### config.mk
export PLATFORM = sky130hd
export DESIGN_NAME = moving_average_min_max_unit
export DESIGN_NICKNAME = d
export VERILOG_FILES = /design/src/rtl/core/mamm_pkg.sv /design/src/rtl/core/moving_average_min_max_unit.sv /design/src/rtl/core/mamm_ring.sv /design/src/rtl/core/mamm_div.sv /design/src/rtl/core/mamm_track.sv
export VERILOG_INCLUDE_DIRS = /design/src /design/src/rtl/core
export SDC_FILE = /design/constraint.sdc
export NUM_CORES = 1
export LEC_CHECK = 0
export BUFFER_PORTS_ARGS = -buffer_cell sky130_fd_sc_hd__clkbuf_2
export CAP_MARGIN = 10
export CORE_MARGIN = 1.5
export CORE_UTILIZATION = 68
export DETAILED_ROUTE_END_ITERATION = 7
export GPL_TIMING_DRIVEN = 1
export PLACE_DENSITY_LB_ADDON = 0.05
export REMOVE_ABC_BUFFERS = 1
export SLEW_MARGIN = 0
export SYNTH_ARGS = -nofsm -noshare
export SYNTH_HDL_FRONTEND = slang
export SYNTH_SLANG_ARGS = --single-unit
### constraint.sdc
create_clock -name clk_i -period 9.9 [get_ports clk_i]
set_clock_uncertainty 0.2 [all_clocks]
set_input_delay 0 -clock clk_i [delete_from_list [all_inputs] [get_ports clk_i]]
set_output_delay 0 -clock clk_i [all_outputs]
set_load 0.01 [all_outputs]
### src/rtl/core/moving_average_min_max_unit_defines.svh
// Assertion macros for the moving average unit.
// The macros assume a clock named clk_i and an active-low reset named rst_ni.
`ifndef MOVING_AVERAGE_MIN_MAX_UNIT_DEFINES_SVH
`define MOVING_AVERAGE_MIN_MAX_UNIT_DEFINES_SVH

`ifndef NO_ASSERTIONS
// Checks that the consequent holds in the same cycle as the antecedent.
`define MAMM_ASSERT_IMPL(name, pre, post) \
  name: assert property (@(posedge clk_i) disable iff (!rst_ni) (pre) |-> (post)) \
    else $error("moving average unit: same-cycle check failed");
// Checks that the consequent holds in the cycle after the antecedent.
`define MAMM_ASSERT_NEXT(name, pre, post) \
  name: assert property (@(posedge clk_i) disable iff (!rst_ni) (pre) |=> (post)) \
    else $error("moving average unit: next-cycle check failed");
`else
`define MAMM_ASSERT_IMPL(name, pre, post)
`define MAMM_ASSERT_NEXT(name, pre, post)
`endif

`endif

### src/rtl/core/mamm_pkg.sv
package mamm_pkg;

  // Field widths fixed by the interface.
  localparam int unsigned SampleBits       = 16;
  localparam int unsigned CfgBits          = 7;
  localparam int unsigned WindowMaxDefault = 64;

  typedef logic signed [SampleBits-1:0] sample_t;

  // Extreme values used to seed the min and max trackers.
  localparam sample_t SampleMax = {1'b0, {(SampleBits-1){1'b1}}};
  localparam sample_t SampleMin = {1'b1, {(SampleBits-1){1'b0}}};

  // Input transfer payload.
  typedef struct packed {
    sample_t sample;
    logic    last_sample;
  } in_item_t;

  // Output transfer payload.
  typedef struct packed {
    sample_t min_average;
    sample_t max_average;
    logic    has_window;
  } out_item_t;

  // Control from the sequencer to the extreme tracker.
  typedef struct packed {
    logic update;
    logic clear;
  } trk_ctrl_t;

  // Status from the extreme tracker.
  typedef struct packed {
    sample_t least;
    sample_t greatest;
    logic    seen;
  } trk_stat_t;

endpackage

### src/rtl/core/moving_average_min_max_unit.sv
// Moving average unit with min/max tracking. Each input transfer carries one
// signed sample; the unit keeps the last window_length samples of the current
// sequence in a ring memory with a running sum, and every sample that completes
// a window yields an average (sum divided by the window length, truncated toward
// zero) that updates the least and greatest averages seen. The transfer marked
// last_sample produces one output transfer with both extremes and has_window;
// when no full window occurred, has_window is 0 and both averages read 0. The
// sequence state is then cleared, as it is by any write of window_length (0 is
// taken as 1, values above WINDOW_MAX as WINDOW_MAX). A sample that completes a
// window holds in_ready low until the bit-serial divider, which yields one
// quotient bit per cycle, has finished; no new sample is taken before the last
// one has passed through the sequencer. A pending output transfer does not block
// new samples, only the report of the next sequence end.
`include "moving_average_min_max_unit_defines.svh"

module moving_average_min_max_unit #(
  parameter int unsigned WINDOW_MAX = mamm_pkg::WindowMaxDefault
) (
  input  logic                              clk_i,
  input  logic                              rst_ni,
  input  logic                              in_valid_i,
  output logic                              in_ready_o,
  input  mamm_pkg::in_item_t                in_data_i,
  output logic                              out_valid_o,
  input  logic                              out_ready_i,
  output mamm_pkg::out_item_t               out_data_o,
  input  logic                              cfg_we_i,
  input  logic [mamm_pkg::CfgBits-1:0]      cfg_wdata_i
);
  import mamm_pkg::*;

  localparam int unsigned PtrW = $clog2(WINDOW_MAX);
  localparam int unsigned LenW = $clog2(WINDOW_MAX + 1);
  localparam int unsigned CmpW = (LenW > CfgBits) ? LenW : CfgBits;
  localparam int unsigned SumW = SampleBits + PtrW;

  typedef enum logic [3:0] {
    StIdle   = 4'b0001,
    StSum    = 4'b0010,
    StDiv    = 4'b0100,
    StReport = 4'b1000
  } state_e;

  state_e                state_q, state_d;
  logic [CfgBits-1:0]    wl_q;
  logic signed [SumW-1:0] sum_q, sum_d;
  logic [LenW-1:0]       fill_q, fill_d;
  logic [PtrW-1:0]       ptr_q, ptr_d;
  logic                  full_q;
  logic                  out_valid_q, out_valid_d;
  out_item_t             out_q;
  sample_t               sample_q;
  logic                  last_q;

  logic [CmpW-1:0]       wl_ext;
  logic [LenW-1:0]       len;
  logic [PtrW:0]         old_sum;
  logic [PtrW-1:0]       old_idx;
  logic                  full_now;
  logic                  accept;
  sample_t               old_sample;
  logic [LenW-1:0]       fill_inc;
  logic                  window;
  logic                  div_start;
  logic                  div_done;
  sample_t               avg;
  logic                  report;
  logic                  seq_clear;
  trk_ctrl_t             trk_ctrl;
  trk_stat_t             stat;

  // Active window length, clamped to one and to the ring depth.
  assign wl_ext = CmpW'(wl_q);
  always_comb begin
    if (wl_q == '0) begin
      len = LenW'(1);
    end else if (wl_ext > CmpW'(WINDOW_MAX)) begin
      len = LenW'(WINDOW_MAX);
    end else begin
      len = wl_ext[LenW-1:0];
    end
  end

  // Ring slot of the sample that drops out of the window.
  assign old_sum  = (PtrW+1)'(ptr_q) + (PtrW+1)'(WINDOW_MAX) - (PtrW+1)'(len);
  assign old_idx  = (old_sum >= (PtrW+1)'(WINDOW_MAX)) ?
                    PtrW'(old_sum - (PtrW+1)'(WINDOW_MAX)) : old_sum[PtrW-1:0];
  assign full_now = (fill_q >= len);

  assign in_ready_o = (state_q == StIdle);
  assign accept     = in_valid_i && in_ready_o;

  mamm_ring #(
    .Depth(WINDOW_MAX)
  ) u_ring (
    .clk_i    (clk_i),
    .wr_en_i  (state_q == StSum),
    .wr_addr_i(ptr_q),
    .wr_data_i(sample_q),
    .rd_en_i  (accept),
    .rd_addr_i(old_idx),
    .rd_data_o(old_sample)
  );

  // Window bookkeeping for the sample being absorbed.
  assign fill_inc = full_q ? fill_q : (fill_q + LenW'(1));
  assign window   = (fill_inc >= len);

  always_comb begin
    sum_d = sum_q + {{(SumW-SampleBits){sample_q[SampleBits-1]}}, sample_q};
    if (full_q) begin
      sum_d = sum_d - {{(SumW-SampleBits){old_sample[SampleBits-1]}}, old_sample};
    end
  end

  assign div_start = (state_q == StSum) && window;

  mamm_div #(
    .SumW(SumW),
    .LenW(LenW)
  ) u_div (
    .clk_i     (clk_i),
    .rst_ni    (rst_ni),
    .start_i   (div_start),
    .dividend_i(sum_d),
    .divisor_i (len),
    .done_o    (div_done),
    .quotient_o(avg)
  );

  // A sequence end is reported once the output register is free.
  assign report    = (state_q == StReport) && last_q && (!out_valid_q || out_ready_i);
  assign seq_clear = report || cfg_we_i;

  assign trk_ctrl.update = (state_q == StDiv) && div_done;
  assign trk_ctrl.clear  = seq_clear;

  mamm_track u_track (
    .clk_i (clk_i),
    .rst_ni(rst_ni),
    .ctrl_i(trk_ctrl),
    .avg_i (avg),
    .stat_o(stat)
  );

  // Sequencer and sequence state.
  always_comb begin
    state_d = state_q;
    fill_d  = fill_q;
    ptr_d   = ptr_q;
    case (state_q)
      StIdle: begin
        if (accept) begin
          state_d = StSum;
        end
      end
      StSum: begin
        fill_d  = fill_inc;
        ptr_d   = (ptr_q == PtrW'(WINDOW_MAX - 1)) ? '0 : (ptr_q + PtrW'(1));
        state_d = window ? StDiv : StReport;
      end
      StDiv: begin
        if (div_done) begin
          state_d = StReport;
        end
      end
      StReport: begin
        if (!last_q || report) begin
          state_d = StIdle;
        end
      end
      default: begin
        state_d = StIdle;
      end
    endcase
    if (seq_clear) begin
      fill_d = '0;
      ptr_d  = '0;
    end
  end

  always_comb begin
    out_valid_d = out_valid_q;
    if (report) begin
      out_valid_d = 1'b1;
    end else if (out_ready_i) begin
      out_valid_d = 1'b0;
    end
  end

  always_ff @(posedge clk_i or negedge rst_ni) begin
    if (!rst_ni) begin
      state_q     <= StIdle;
      wl_q        <= CfgBits'(1);
      sum_q       <= '0;
      fill_q      <= '0;
      ptr_q       <= '0;
      full_q      <= 1'b0;
      out_valid_q <= 1'b0;
    end else begin
      state_q     <= state_d;
      fill_q      <= fill_d;
      ptr_q       <= ptr_d;
      out_valid_q <= out_valid_d;
      if (cfg_we_i) begin
        wl_q <= cfg_wdata_i;
      end
      if (seq_clear) begin
        sum_q <= '0;
      end else if (state_q == StSum) begin
        sum_q <= sum_d;
      end
      if (accept) begin
        full_q <= full_now;
      end
    end
  end

  // Payload registers for the accepted sample and the result.
  always_ff @(posedge clk_i) begin
    if (accept) begin
      sample_q <= in_data_i.sample;
      last_q   <= in_data_i.last_sample;
    end
    if (report) begin
      out_q.min_average <= stat.seen ? stat.least : '0;
      out_q.max_average <= stat.seen ? stat.greatest : '0;
      out_q.has_window  <= stat.seen;
    end
  end

  assign out_valid_o = out_valid_q;
  assign out_data_o  = out_q;

  `MAMM_ASSERT_IMPL(a_fill_bounded, 1'b1, fill_q <= len)
  `MAMM_ASSERT_IMPL(a_done_in_div, div_done, state_q == StDiv)
  `MAMM_ASSERT_IMPL(a_empty_result_zero, out_valid_q && !out_q.has_window,
                    out_q.min_average == '0 && out_q.max_average == '0)
  `MAMM_ASSERT_IMPL(a_extremes_ordered, stat.seen, stat.least <= stat.greatest)
  `MAMM_ASSERT_NEXT(a_accept_to_sum, accept, state_q == StSum)

endmodule

### src/rtl/core/mamm_ring.sv
module mamm_ring #(
  parameter int unsigned Depth = mamm_pkg::WindowMaxDefault,
  localparam int unsigned AddrW = $clog2(Depth)
) (
  input  logic              clk_i,
  input  logic              wr_en_i,
  input  logic [AddrW-1:0]  wr_addr_i,
  input  mamm_pkg::sample_t wr_data_i,
  input  logic              rd_en_i,
  input  logic [AddrW-1:0]  rd_addr_i,
  output mamm_pkg::sample_t rd_data_o
);
  import mamm_pkg::*;

  sample_t mem_q [Depth];
  sample_t rd_data_q;

  // One write port and one registered read port.
  always_ff @(posedge clk_i) begin
    if (wr_en_i) begin
      mem_q[wr_addr_i] <= wr_data_i;
    end
    if (rd_en_i) begin
      rd_data_q <= mem_q[rd_addr_i];
    end
  end

  assign rd_data_o = rd_data_q;

endmodule

### src/rtl/core/mamm_div.sv
module mamm_div #(
  parameter int unsigned SumW = 22,
  parameter int unsigned LenW = 7
) (
  input  logic                   clk_i,
  input  logic                   rst_ni,
  input  logic                   start_i,
  input  logic signed [SumW-1:0] dividend_i,
  input  logic [LenW-1:0]        divisor_i,
  output logic                   done_o,
  output mamm_pkg::sample_t      quotient_o
);
  import mamm_pkg::*;

  localparam int unsigned CntW = $clog2(SumW + 1);

  logic                busy_q, busy_d;
  logic                done_q, done_d;
  logic [CntW-1:0]     cnt_q, cnt_d;
  logic [SumW-1:0]     quo_q, quo_d;
  logic [LenW-1:0]     rem_q, rem_d;
  logic                neg_q, neg_d;
  logic [LenW:0]       shifted;
  logic [LenW:0]       trial;
  logic                fits;
  logic [SampleBits-1:0] mag;

  // One restoring step: shift in the next dividend bit and try a subtract.
  assign shifted = {rem_q, quo_q[SumW-1]};
  assign trial   = shifted - {1'b0, divisor_i};
  assign fits    = ~trial[LenW];

  always_comb begin
    busy_d = busy_q;
    done_d = 1'b0;
    cnt_d  = cnt_q;
    quo_d  = quo_q;
    rem_d  = rem_q;
    neg_d  = neg_q;
    if (start_i) begin
      busy_d = 1'b1;
      cnt_d  = CntW'(SumW);
      rem_d  = '0;
      neg_d  = dividend_i[SumW-1];
      quo_d  = dividend_i[SumW-1] ? SumW'(-dividend_i) : SumW'(dividend_i);
    end else if (busy_q) begin
      quo_d = {quo_q[SumW-2:0], fits};
      rem_d = fits ? trial[LenW-1:0] : shifted[LenW-1:0];
      cnt_d = cnt_q - CntW'(1);
      if (cnt_q == CntW'(1)) begin
        busy_d = 1'b0;
        done_d = 1'b1;
      end
    end
  end

  // Control registers.
  always_ff @(posedge clk_i or negedge rst_ni) begin
    if (!rst_ni) begin
      busy_q <= 1'b0;
      done_q <= 1'b0;
      cnt_q  <= '0;
    end else begin
      busy_q <= busy_d;
      done_q <= done_d;
      cnt_q  <= cnt_d;
    end
  end

  // Datapath shift registers.
  always_ff @(posedge clk_i) begin
    quo_q <= quo_d;
    rem_q <= rem_d;
    neg_q <= neg_d;
  end

  // The magnitude never exceeds half the sample range, so the low bits suffice.
  assign mag        = quo_q[SampleBits-1:0];
  assign quotient_o = neg_q ? sample_t'(-mag) : sample_t'(mag);
  assign done_o     = done_q;

endmodule

### src/rtl/core/mamm_track.sv
module mamm_track (
  input  logic                clk_i,
  input  logic                rst_ni,
  input  mamm_pkg::trk_ctrl_t ctrl_i,
  input  mamm_pkg::sample_t   avg_i,
  output mamm_pkg::trk_stat_t stat_o
);
  import mamm_pkg::*;

  sample_t least_q, least_d;
  sample_t greatest_q, greatest_d;
  logic    seen_q, seen_d;

  // Keep the running extremes of the window averages.
  always_comb begin
    least_d    = least_q;
    greatest_d = greatest_q;
    seen_d     = seen_q;
    if (ctrl_i.clear) begin
      least_d    = SampleMax;
      greatest_d = SampleMin;
      seen_d     = 1'b0;
    end else if (ctrl_i.update) begin
      if (avg_i < least_q) begin
        least_d = avg_i;
      end
      if (avg_i > greatest_q) begin
        greatest_d = avg_i;
      end
      seen_d = 1'b1;
    end
  end

  always_ff @(posedge clk_i or negedge rst_ni) begin
    if (!rst_ni) begin
      least_q    <= SampleMax;
      greatest_q <= SampleMin;
      seen_q     <= 1'b0;
    end else begin
      least_q    <= least_d;
      greatest_q <= greatest_d;
      seen_q     <= seen_d;
    end
  end

  assign stat_o.least    = least_q;
  assign stat_o.greatest = greatest_q;
  assign stat_o.seen     = seen_q;

endmodule
Word-level counts from Yosys, hierarchy flattened
Memories as Yosys holds them, arrays and structs flattened. A register that Yosys moved wholly into a read port is not among the register bits.
Index checks and enable logic that the tools add are counted.
{ "word_totals": {"register_bits": 168, "ramBits": 1024, "inputBits": 29, "out_inout_bits": 35, "memories": 1} }
{ "classes": {"addsub": 11, "n_lt_le_gt_ge": 6, "n_eq_ne": 9, "mux": 42, "bitwise_logic": 1, "reduce_logical": 20} }
{ "memory_table": {"columns": ["memory", "words", "width", "rd", "rd_clocked_by_memory_dff", "write_ports", "line", "text"], "rows": [
  ["u_ring.mem_q", 64, 16, 1, 1, 1, "mamm_ring.sv:15", "sample_t mem_q [Depth];"]
]} }
{ "ops": {"columns": ["operator", "n"], "rows": [
  ["22-bit two-way mux", 6],
  ["16-bit two-way mux", 7],
  ["7-bit two-way mux", 6],
  ["6-bit two-way mux", 4],
  ["22-bit adder", 1],
  ["22-bit negation", 1],
  ["22-bit subtractor", 1],
  ["16-bit > comparator", 1],
  ["16-bit less-than comparator", 1],
  ["4-bit two-way mux", 4],
  ["16-bit negation", 1],
  ["4-bit case mux with 4 select lines", 1],
  ["7-bit >= comparator", 2],
  ["1-bit two-way mux", 12],
  ["2-bit nonzero test", 6],
  ["5-bit two-way mux", 2],
  ["8-bit by 7-bit subtractor with 8-bit output", 1],
  ["6-bit by 7-bit adder with 7-bit output (second input constant)", 1],
  ["7-bit by 1-bit adder with 7-bit output (second input constant)", 1],
  ["7-bit >= comparator (second input constant)", 1],
  ["7-bit > comparator (second input constant)", 1],
  ["7-bit zero test", 1],
  ["7-bit subtractor", 1],
  ["6-bit by 1-bit adder with 6-bit output (second input constant)", 1],
  ["other kinds (15)", 25]
]} }

Longest topological paths before layout
Gate-level depths: netlist (run 1).
{ "depth": {"depth_word": 7, "mapped_depth": 22, "mapped_depth_nobuf": 20} }

Cells and area by module
A second synthesis (run 1) with hierarchy kept.
{ "hier_totals": {"hier_cells": 3078, "hier_area_um2": 52026.1} }
{ "modules_own_cells": {"columns": ["module", "n_inst", "cells_per_inst", "area_each_um2", "seq_area_each_um2"], "rows": [
  ["mamm_ring", 1, 1829, 40202.3, 31230.0],
  ["moving_average_min_max_unit", 1, 694, 6700.2, 2705.1],
  ["mamm_div", 1, 302, 2701.3, 1006.0],
  ["mamm_track", 1, 253, 2422.3, 845.8]
]} }

Worst setup path before layout (run 1)
OpenSTA, ideal clock, no wires.
{ "synth_timing": {"path_kind": "reg2reg", "start": "register sample_q[0]", "end": "register u_div.quo_q[21], data pin", "t_arrival_ns": 5.802, "t_required_ns": 9.555, "path_slack_ns": 3.753, "path_stages_with_launch": 20, "path_buffers": 2, "cell_sequence": "edfxtp_1 -> ha_1 -> fa_1 -> a211o_1 -> a221o_1 -> o21ba_1 -> or3_1 -> and2_1 -> ha_1 -> a22o_1 -> nor4_1 -> a21o_1 -> a211oi_1 -> o211a_1 -> o21a_1 -> buf_2 -> or2_2 -> clkbuf_1 -> or4_1 -> o21ai_1"} }
{ "synth_via": {"elab_chain_cells": 6} }
{ "synth_lines": {"columns": ["element", "line", "text"], "rows": [
  ["start: declaration", "moving_average_min_max_unit.sv:52", "sample_t sample_q;"],
  ["start signal: assignment", "moving_average_min_max_unit.sv:222", "sample_q <= in_data_i.sample;"],
  ["22-bit adder *", "moving_average_min_max_unit.sv:110", "sum_d = sum_q + {{(SumW-SampleBits){sample_q[SampleBits-1]}}, sample_q};"],
  ["22-bit subtractor", "moving_average_min_max_unit.sv:112", "sum_d = sum_d - {{(SumW-SampleBits){old_sample[SampleBits-1]}}, old_sample};"],
  ["22-bit two-way mux *", "moving_average_min_max_unit.sv:111", "if (full_q) begin"],
  ["22-bit negation", "mamm_div.sv:45", "quo_d = dividend_i[SumW-1] ? SumW'(-dividend_i) : SumW'(dividend_i);"],
  ["22-bit two-way mux *", "mamm_div.sv:45", null],
  ["22-bit two-way mux *", "mamm_div.sv:40", "if (start_i) begin"],
  ["named net u_div.quo_d[21]", "mamm_div.sv:20", "logic [SumW-1:0] quo_q, quo_d;"],
  ["end signal: assignment", "mamm_div.sv:72", "quo_q <= quo_d;"],
  ["end: declaration", "mamm_div.sv:20", null]
]} }
Mark *: on every way through the listed nets, which the timed path passes. The rest lies on a longest branch.
A chain may end at the register's enable or synchronous reset.

Worst setup path after layout (run 1)
{ "layout_timing": {"start": "register sample_q[7]", "end": "register u_div.quo_q[21], data pin"} }
The elaborated chain is that of the path after synthesis.

==> reports/results.md, run 1 <==
| Quantity | Reported | Unit |
|---|---|---|
| IO Pins | 64 | - |
| Number of antenna violations at the first check in global routing | 2 | - |
| Post-DP HPWL | 68.10 | mm |
| Count of input and output buffers | 63 | - |
| Largest stage delay on the critical path | 1.10 | ns |
| Buffers inserted during post-CTS setup optimization | 0 | - |
| Basic-gate share of the synthesized area counting and, or, nand and nor cells | 4.955 | % |
| Post-synth top area share | 65.40 | % |
| Post-synthesis async set-or-reset flop share | 7.285 | % |
| Global-route wire length before repair | 188.9 | mm |
| Max-Slew Margin vs Limit | 19.86 | % |
| Number of buffers inserted during clock tree synthesis | 114 | - |
| Sequential-to-total area share from yosys stat | 70.03 | % |
| Total Power | 14.69 | mW |
| Minimum clock period after layout | 6.889 | ns |
| Multiplexer fraction of the synthesized cell area | 15.29 | % |
| Most area-hungry cell type in the Yosys netlist | sky130_fd_sc_hd__edfxtp_1 | - |
| Synthesis warning total | 0 | - |
| Peak supply drop | 220.4 | uV |
| Max-cap check violation count | 0 | - |
| Leading post-synthesis cells by cell area | sky130_fd_sc_hd__edfxtp_1 (65%), sky130_fd_sc_hd__mux4_2 (14%), sky130_fd_sc_hd__dfrtp_1 (3.4%), sky130_fd_sc_hd__ha_1 (2.6%), sky130_fd_sc_hd__nor2_1 (1.8%) | - |
| Routability cong. | 0.9210 | - |
| Result of the run | finished, final reports clean | - |
| Kind of critical path | register to register | - |
| Post-route setup TNS | 0 | ns |
| Post-placement worst setup slack | 3.301 | ns |
| Class of the worst hold path | primary input to register | - |
| RSZ-0062 raised after global routing | no | - |
| Die X | 277.1 | um |
| Timing-limited maximum frequency | 0.1452 | GHz |
| Final setup slack of the worst path | 3.011 | ns |
| Final worst path period share | 69.58 | % |
| Std-Cell Core Area | 74450 | sq um |
| Combinational family with the most area after synthesis | multiplexers | - |
| Leakage Power | 19.71 | nW |
| Die height | 277.1 | um |
| Total Die Area | 76810 | sq um |
| Core Rows | 100 | - |
| Gate Count Post-Synth | 2850 | - |
| Max-slew violation total from the final report | 0 | - |
| Category of cells accounting for the largest share of critical-path delay | simple AND/OR/NAND/NOR gates | - |
| Number of DRC markers after the initial detailed-route iteration | 3361 | - |
| Clock root buffer master | sky130_fd_sc_hd__clkbuf_16 | - |
| Net count reported at finish | 3205 | - |
| Cell chain of the critical path | buf_4, ha_1, nand3_1, nor4_1, nor3_1, xnor2_1, ha_1, and3_1, and4_1, a32oi_1, a31oi_1, or3_1, a31oi_1, o2111ai_1, or3_1, or4_1, o21ai_1 | - |
| Primary flip-flop cell chosen by synthesis mapping | sky130_fd_sc_hd__edfxtp_1 | - |
| DRT Wirelength | 128.2 | mm |
| CTS tree | yes | - |
| Synthesized area per cell | 17.93 | sq um |
| Data required, critical path | 10.21 | ns |
| Global route total overflow | 0 | - |
| CP bufs+invs | 1 | - |
| Non-filler cells, final | 4128 | - |
| Via count of the first global-routing pass | 28740 | - |
| Growth of design area from synthesis to finish | 12.20 | % |
| Overall via count from detail_route | 28320 | - |
| Number of placed instances with taps included | 3855 | - |
| Tightest hold margin | 0.2475 | ns |
| Clock slew at reported path FFs | 0.06 | ns |
| Power per standard cell area | 256.1 | nW/um^2 |
| Area of the mapped netlist | 51110 | sq um |
| H-tree depth | 3 | - |
| Number of synthesized flops with an enable pin | 1113 | - |
| Number of buffers on the longest clock path | 3 | - |
| Endpoint type of the worst setup path | register | - |
| Xor/xnor share of the synthesized area | 1.285 | % |
| Antenna diode instance count | 0 | - |
| Adder and majority gate portion of the synthesized area | 2.727 | % |
| Total of flip-flops plus latches after synthesis | 1208 | - |
| Clk sink count | 1208 | - |
| Detail Route Antenna Nets | 0 | - |
| Measured slew at the worst slew-check pin | 1.202 | ns |
| Worst-path maximum fanout | 33 | - |
| Number of setup violations in the final report | 0 | - |
| Effective utilization at floorplan | 68.65 | % |
| Clk_lat worst skew | 0.71 | ns |
| DRC errors left | 0 | - |
| Startpoint class of the critical path | register | - |
| Fraction of final layout cells sized beyond drive strength 1 | 22.38 | % |
| Crit path arrival time | 7.20 | ns |
| Post-DR vias/cell | 6.859 | - |
| Netlist cell types | 73 | - |
| Tot GR Track Use | 34.21 | % |
| Wire length per cell | 31.05 | um |
| Post-CTS sizing | 0 | - |
| Final hold violation count | 0 | - |
| Number of iterations in the first detailed-routing pass | 5 | - |
| Maximum number of pins on one net before global-route repair | 120 | - |
| Crit-path slowest cell | sky130_fd_sc_hd__edfxtp_1 | - |
| Compound-Gate Fraction of Synth Area | 4.184 | % |
-- layer usage --
layer / global-route usage (%) / up-vias / wire (um)
met5: 0 / - / 19
met4: 12.86 / 2 / 4883
met3: 5.501 / 277 / 10360
met2: 58.16 / 1652 / 65830
met1: 45.28 / 14550 / 47080
li1: - / 11840 / -
-- worst min-delay path: stages --
cell                            delay [ns]
sky130_fd_sc_hd__dlygate4sd3_1        0.53
sky130_fd_sc_hd__clkbuf_2             0.12
sky130_fd_sc_hd__nand3_1              0.08
sky130_fd_sc_hd__a21oi_1              0.07
sky130_fd_sc_hd__a21oi_1              0.14
sky130_fd_sc_hd__o21a_1               0.14
-- cells by family after synthesis --
kind of cell	Yosys count
buffers and inverters	207
adder cells (fa/ha/maj)	109
AO/OA/AOI/OAI	323
multiplexers	379
AND/OR/NAND/NOR	549
XOR/XNOR	75
flip-flops	1208
-- registers in the layout, summed over array words and instances (netlist names), 16 cells and up --
register	count
u_ring.rd_data_o	16
out_data_o	33
u_ring.mem_q	1024
u_div.quo_q	22
u_track.greatest_q	16
sample_q	16
sum_q	22
u_track.least_q	16
-- cell usage after synthesis (all sizes together) (49+ instances only) --
library cell and instances:
edfxtp 1113, a211oi 52, xnor2 49, a21oi 86
nor2 240, o21ai 59, mux4 320, inv 76
nand2 115, ha 105, clkbuf 103, dfrtp 70
-- final timing paths --
check,startpoint,to,slack (ns),cells after the start
worst max register to register,sample_q[7],u_div.quo_q[21],3.01,17
min in group asynchronous,rst_ni,full_q,0.52,4
worst min register to register,u_div.done_o,state_q[2],0.27,1
max in group asynchronous,rst_ni,u_track.greatest_q[14],8.23,4
worst min-delay path,in_valid_i,state_q[0],0.25,6
worst max-delay path,sample_q[7],u_div.quo_q[21],3.01,17
-- through the flow --
step / util (%) / instance area (sq um)
final: 77.02 / 57340
after global placement: 71.25 / 53050
after floorplan: - / 50610
after global routing: 77.02 / 57340
after detailed placement: 71.25 / 53050
after CTS: 77.00 / 57320
-- cell usage in the layout, fill, tap and decap left out, types with 12 or more instances in the layout --
cell type	count
sky130_fd_sc_hd__a211oi_1	51
sky130_fd_sc_hd__a21o_1	40
sky130_fd_sc_hd__a21oi_1	85
sky130_fd_sc_hd__buf_4	99
sky130_fd_sc_hd__clkbuf_1	30
sky130_fd_sc_hd__clkbuf_16	115
sky130_fd_sc_hd__clkbuf_2	62
sky130_fd_sc_hd__clkinv_1	19
sky130_fd_sc_hd__clkinv_2	19
sky130_fd_sc_hd__dfrtp_1	70
sky130_fd_sc_hd__dfstp_2	18
sky130_fd_sc_hd__dlygate4sd3_1	64
sky130_fd_sc_hd__edfxtp_1	1113
sky130_fd_sc_hd__ha_1	104
sky130_fd_sc_hd__inv_1	76
sky130_fd_sc_hd__mux2_2	15
sky130_fd_sc_hd__mux2i_1	44
sky130_fd_sc_hd__mux4_2	320
sky130_fd_sc_hd__nand2_1	114
sky130_fd_sc_hd__nand2b_1	20
sky130_fd_sc_hd__nand3_1	32
sky130_fd_sc_hd__nand4_1	16
sky130_fd_sc_hd__nor2_1	240
sky130_fd_sc_hd__nor2b_1	24
sky130_fd_sc_hd__nor3_1	33
sky130_fd_sc_hd__o211ai_1	12
sky130_fd_sc_hd__o21ai_0	57
sky130_fd_sc_hd__or3_1	13
sky130_fd_sc_hd__xnor2_1	45
sky130_fd_sc_hd__xor2_1	26
-- cell type report --
class | instances | area (sq um)
repair buffers | 231 | 1814
clock inverters | 60 | 603.1
inverters | 77 | 289.0
fillers | 3994 | 17110
multi-input cells | 1435 | 14600
clock buffers | 148 | 3032
flip-flops and latches | 1208 | 35790
well taps | 969 | 1212
-- what timing repair did --
| action | 4_1_cts | 5_1_grt |
|---|---|---|
| hold buffers | 64 | 0 |
| setup endpoints to repair | 0 | 0 |
| hold endpoints to repair | 141 | 0 |
-- power by group --
part	leakage (nW)	switching, mW	internal [mW]
logic	6.75	2.54	1.75
registers	11.2	0.138	5.97
clock network	1.75	1.90	2.37
Note: power is estimated with default switching activity, not from simulation.
==> run 2: changes to the inputs <==
--- a/config.mk
+++ b/config.mk
@@ -9,7 +9,7 @@
 export BUFFER_PORTS_ARGS = -buffer_cell sky130_fd_sc_hd__clkbuf_2
 export CAP_MARGIN = 10
 export CORE_MARGIN = 1.5
-export CORE_UTILIZATION = 68
+export CORE_UTILIZATION = 63
 export DETAILED_ROUTE_END_ITERATION = 7
 export GPL_TIMING_DRIVEN = 1
 export PLACE_DENSITY_LB_ADDON = 0.05
==> constraint.sdc (replaced) <==
create_clock -name clk_i -period 6.5 [get_ports clk_i]
set_clock_uncertainty 0.2 [all_clocks]
set_input_delay 0 -clock clk_i [delete_from_list [all_inputs] [get_ports clk_i]]
set_output_delay 0 -clock clk_i [all_outputs]
set_load 0.01 [all_outputs]
==> run 2 against run 1 <==
First-iteration DRC count fell by 18%. Clock power up 61%. Total power increased by 56%. Sequential cell count unchanged. Cell count rose by 3.0%. Maximum frequency rose by 12%. Combinational power up 56%. Wire length down 5.5%. Register-to-register slack worse by 2.7 ns. Hold slack got worse by 0.022 ns. Critical path type unchanged. Largest power group unchanged.
==> reports/results.md, run 2 (same netlist as run 1, synthesis figures left out) <==
| Quantity | Reported | Unit |
|---|---|---|
| Result of the run | finished, final reports clean | - |
| Clk sink count | 1208 | - |
| Max-Slew Margin vs Limit | 19.64 | % |
| Detail Route Antenna Nets | 0 | - |
| Flip-flop count of the largest register, all copies and words added | 1024 | - |
| Power per standard cell area | 395.0 | nW/um^2 |
| Kind of critical path | register to register | - |
| Number of iterations in the first detailed-routing pass | 6 | - |
| Class of the worst hold path | primary input to register | - |
| Max-cap check violation count | 0 | - |
| Number of antenna violations at the first check in global routing | 3 | - |
| Depth of the worst hold-timing path | 6 | - |
| Overall via count from detail_route | 27610 | - |
| Number of buffers inserted during clock tree synthesis | 117 | - |
| Post-DR vias/cell | 6.496 | - |
| Number of setup violations in the final report | 0 | - |
| Leakage Power | 20.01 | nW |
| Peak supply drop | 319.2 | uV |
| Std-Cell Core Area | 80420 | sq um |
| Timing-limited maximum frequency | 0.1620 | GHz |
| Growth of design area from synthesis to finish | 13.51 | % |
| Final hold violation count | 0 | - |
| Data required, critical path | 6.80 | ns |
| Fraction of final layout cells sized beyond drive strength 1 | 23.17 | % |
| Measured slew at the worst slew-check pin | 1.201 | ns |
| Effective utilization at floorplan | 63.55 | % |
| Number of DRC markers after the initial detailed-route iteration | 2742 | - |
| Endpoint type of the worst setup path | register | - |
| CTS tree | yes | - |
| Post-route setup TNS | 0 | ns |
| Highest-count cells in the layout ignoring fill and taps | sky130_fd_sc_hd__edfxtp_1 (1113), sky130_fd_sc_hd__mux4_2 (320), sky130_fd_sc_hd__nor2_1 (240), sky130_fd_sc_hd__clkbuf_16 (118), sky130_fd_sc_hd__nand2_1 (114) | - |
| Tot GR Track Use | 29.94 | % |
| Total Die Area | 82840 | sq um |
| Worst-path maximum fanout | 7 | - |
| Total Power | 22.92 | mW |
| Clock root buffer master | sky130_fd_sc_hd__clkbuf_16 | - |
| Worst-case reg-to-reg path depth | 18 | - |
| Minimum clock period after layout | 6.174 | ns |
| Global route total overflow | 0 | - |
| Maximum number of pins on one net before global-route repair | 82 | - |
| Startpoint class of the critical path | register | - |
| Via count of the first global-routing pass | 28140 | - |
| Routability cong. | 0.8864 | - |
| Core Rows | 104 | - |
| Clk_lat worst skew | 0.71 | ns |
| IO Pins | 64 | - |
| Register containing the most flip-flops in the final layout | u_ring.mem_q | - |
| RSZ-0062 raised after global routing | no | - |
| DRC errors left | 0 | - |
| Max-slew violation total from the final report | 0 | - |
| Die X | 287.8 | um |
| Crit path arrival time | 6.48 | ns |
| Antenna diode instance count | 0 | - |
| Count of input and output buffers | 63 | - |
| Net count reported at finish | 3228 | - |
| DRT Wirelength | 121.1 | mm |
| Post-DP HPWL | 71.80 | mm |
| Slack of the worst reg-to-reg path | 0.33 | ns |
| Final worst path period share | 94.98 | % |
| Wire length per cell | 28.49 | um |
| Clock slew at reported path FFs | 0.06 | ns |
| Global-route wire length before repair | 179.8 | mm |
| H-tree depth | 3 | - |
| Most frequent standard cell in the layout excluding fill and tap cells | sky130_fd_sc_hd__edfxtp_1 | - |
| Number of buffers on the longest clock path | 3 | - |
| Die height | 287.8 | um |
run 2: cell types whose count changed in the layout (fill, tap and decap cells not counted), moves of 2 or more:
cell / delta
sky130_fd_sc_hd__clkinv_2: +4
sky130_fd_sc_hd__inv_6: -2
sky130_fd_sc_hd__clkbuf_1: -11
sky130_fd_sc_hd__clkbuf_16: +3
sky130_fd_sc_hd__buf_12: +5
sky130_fd_sc_hd__bufinv_16: +9
sky130_fd_sc_hd__buf_4: +13
sky130_fd_sc_hd__clkinv_1: +13
sky130_fd_sc_hd__clkbuf_8: -2
sky130_fd_sc_hd__clkinvlp_4: -3
sky130_fd_sc_hd__buf_6: +2
run 2: metrics by stage:
stage	hold slack, ns	cell area (sq um)	instances	setup slack (ns)	util [%]
after global placement	-0.1641	53340	3960	0.5922	66.33
after detailed placement	-0.1570	53340	3960	0.3531	66.33
after floorplan	-0.4956	50610	2720	-5.900	-
final	0.2251	58010	4250	0.3260	72.14
after CTS	0.1592	57940	4243	0.3127	72.05
after global routing	0.2743	58010	4250	0.0006826	72.14
run 2: area by class of cell:
| cell class | instances | area, sq um |
|---|---|---|
| Tap cell | 1060 | 1326 |
| Clock inverter | 81 | 907.1 |
| Timing Repair Buffer | 251 | 2052 |
| Clock buffer | 138 | 3038 |
| Sequential cell | 1208 | 35790 |
| Fill cell | 4825 | 22410 |
| Inverter | 77 | 292.8 |
| Multi-Input combinational cell | 1435 | 14610 |
run 2: report_power, final:
part | internal [mW] | switching, mW
Clock | 4.02 | 2.89
Combinational | 2.79 | 3.91
Sequential | 9.10 | 0.211
Total | 15.9 | 7.01
run 2: final timing paths:
| kind | startpoint | end |
|---|---|---|
| worst max-delay path | sample_q[0] | u_div.quo_q[21] |
| worst min-delay path | in_valid_i | state_q[0] |
| worst max register to register | sample_q[0] | u_div.quo_q[21] |
| worst min register to register | u_div.done_o | state_q[2] |
| max in group asynchronous | rst_ni | u_track.least_q[15] |
| min in group asynchronous | rst_ni | wl_ext[0] |
run 2: what timing repair did:
item	CTS	global route
resized for setup	0	2
hold buffers	64	0
setup buffers	0	5
endpoints found under the setup margin	0	9
endpoints found under the hold margin	139	0
run 2: critical path: stages, from the launching register on:
cell	delay, ns
sky130_fd_sc_hd__edfxtp_1	0.41
sky130_fd_sc_hd__ha_1	0.25
sky130_fd_sc_hd__fa_1	0.42
sky130_fd_sc_hd__a211o_1	0.33
sky130_fd_sc_hd__a221o_1	0.39
sky130_fd_sc_hd__o21ai_0	0.29
sky130_fd_sc_hd__nand2_1	0.11
sky130_fd_sc_hd__xnor2_1	0.30
sky130_fd_sc_hd__inv_1	0.08
sky130_fd_sc_hd__ha_1	0.38
sky130_fd_sc_hd__a22o_1	0.24
sky130_fd_sc_hd__nor4_1	0.45
sky130_fd_sc_hd__a21boi_0	0.20
sky130_fd_sc_hd__xor2_1	0.17
sky130_fd_sc_hd__mux2_2	0.31
sky130_fd_sc_hd__or4_4	0.51
sky130_fd_sc_hd__or3_1	0.37
sky130_fd_sc_hd__or4_1	0.42
sky130_fd_sc_hd__o21ai_1	0.16
run 2: layer usage:
| layer | GRT usage [%] | part of all wire, % | up-vias |
|---|---|---|---|
| met4 | 10.67 | 3.6 | 4 |
| met3 | 4.842 | 7.1 | 230 |
| met1 | 40.97 | 39 | 14340 |
| met5 | 0 | 0.020 | - |
| li1 | - | - | 11900 |
| met2 | 49.52 | 50 | 1136 |
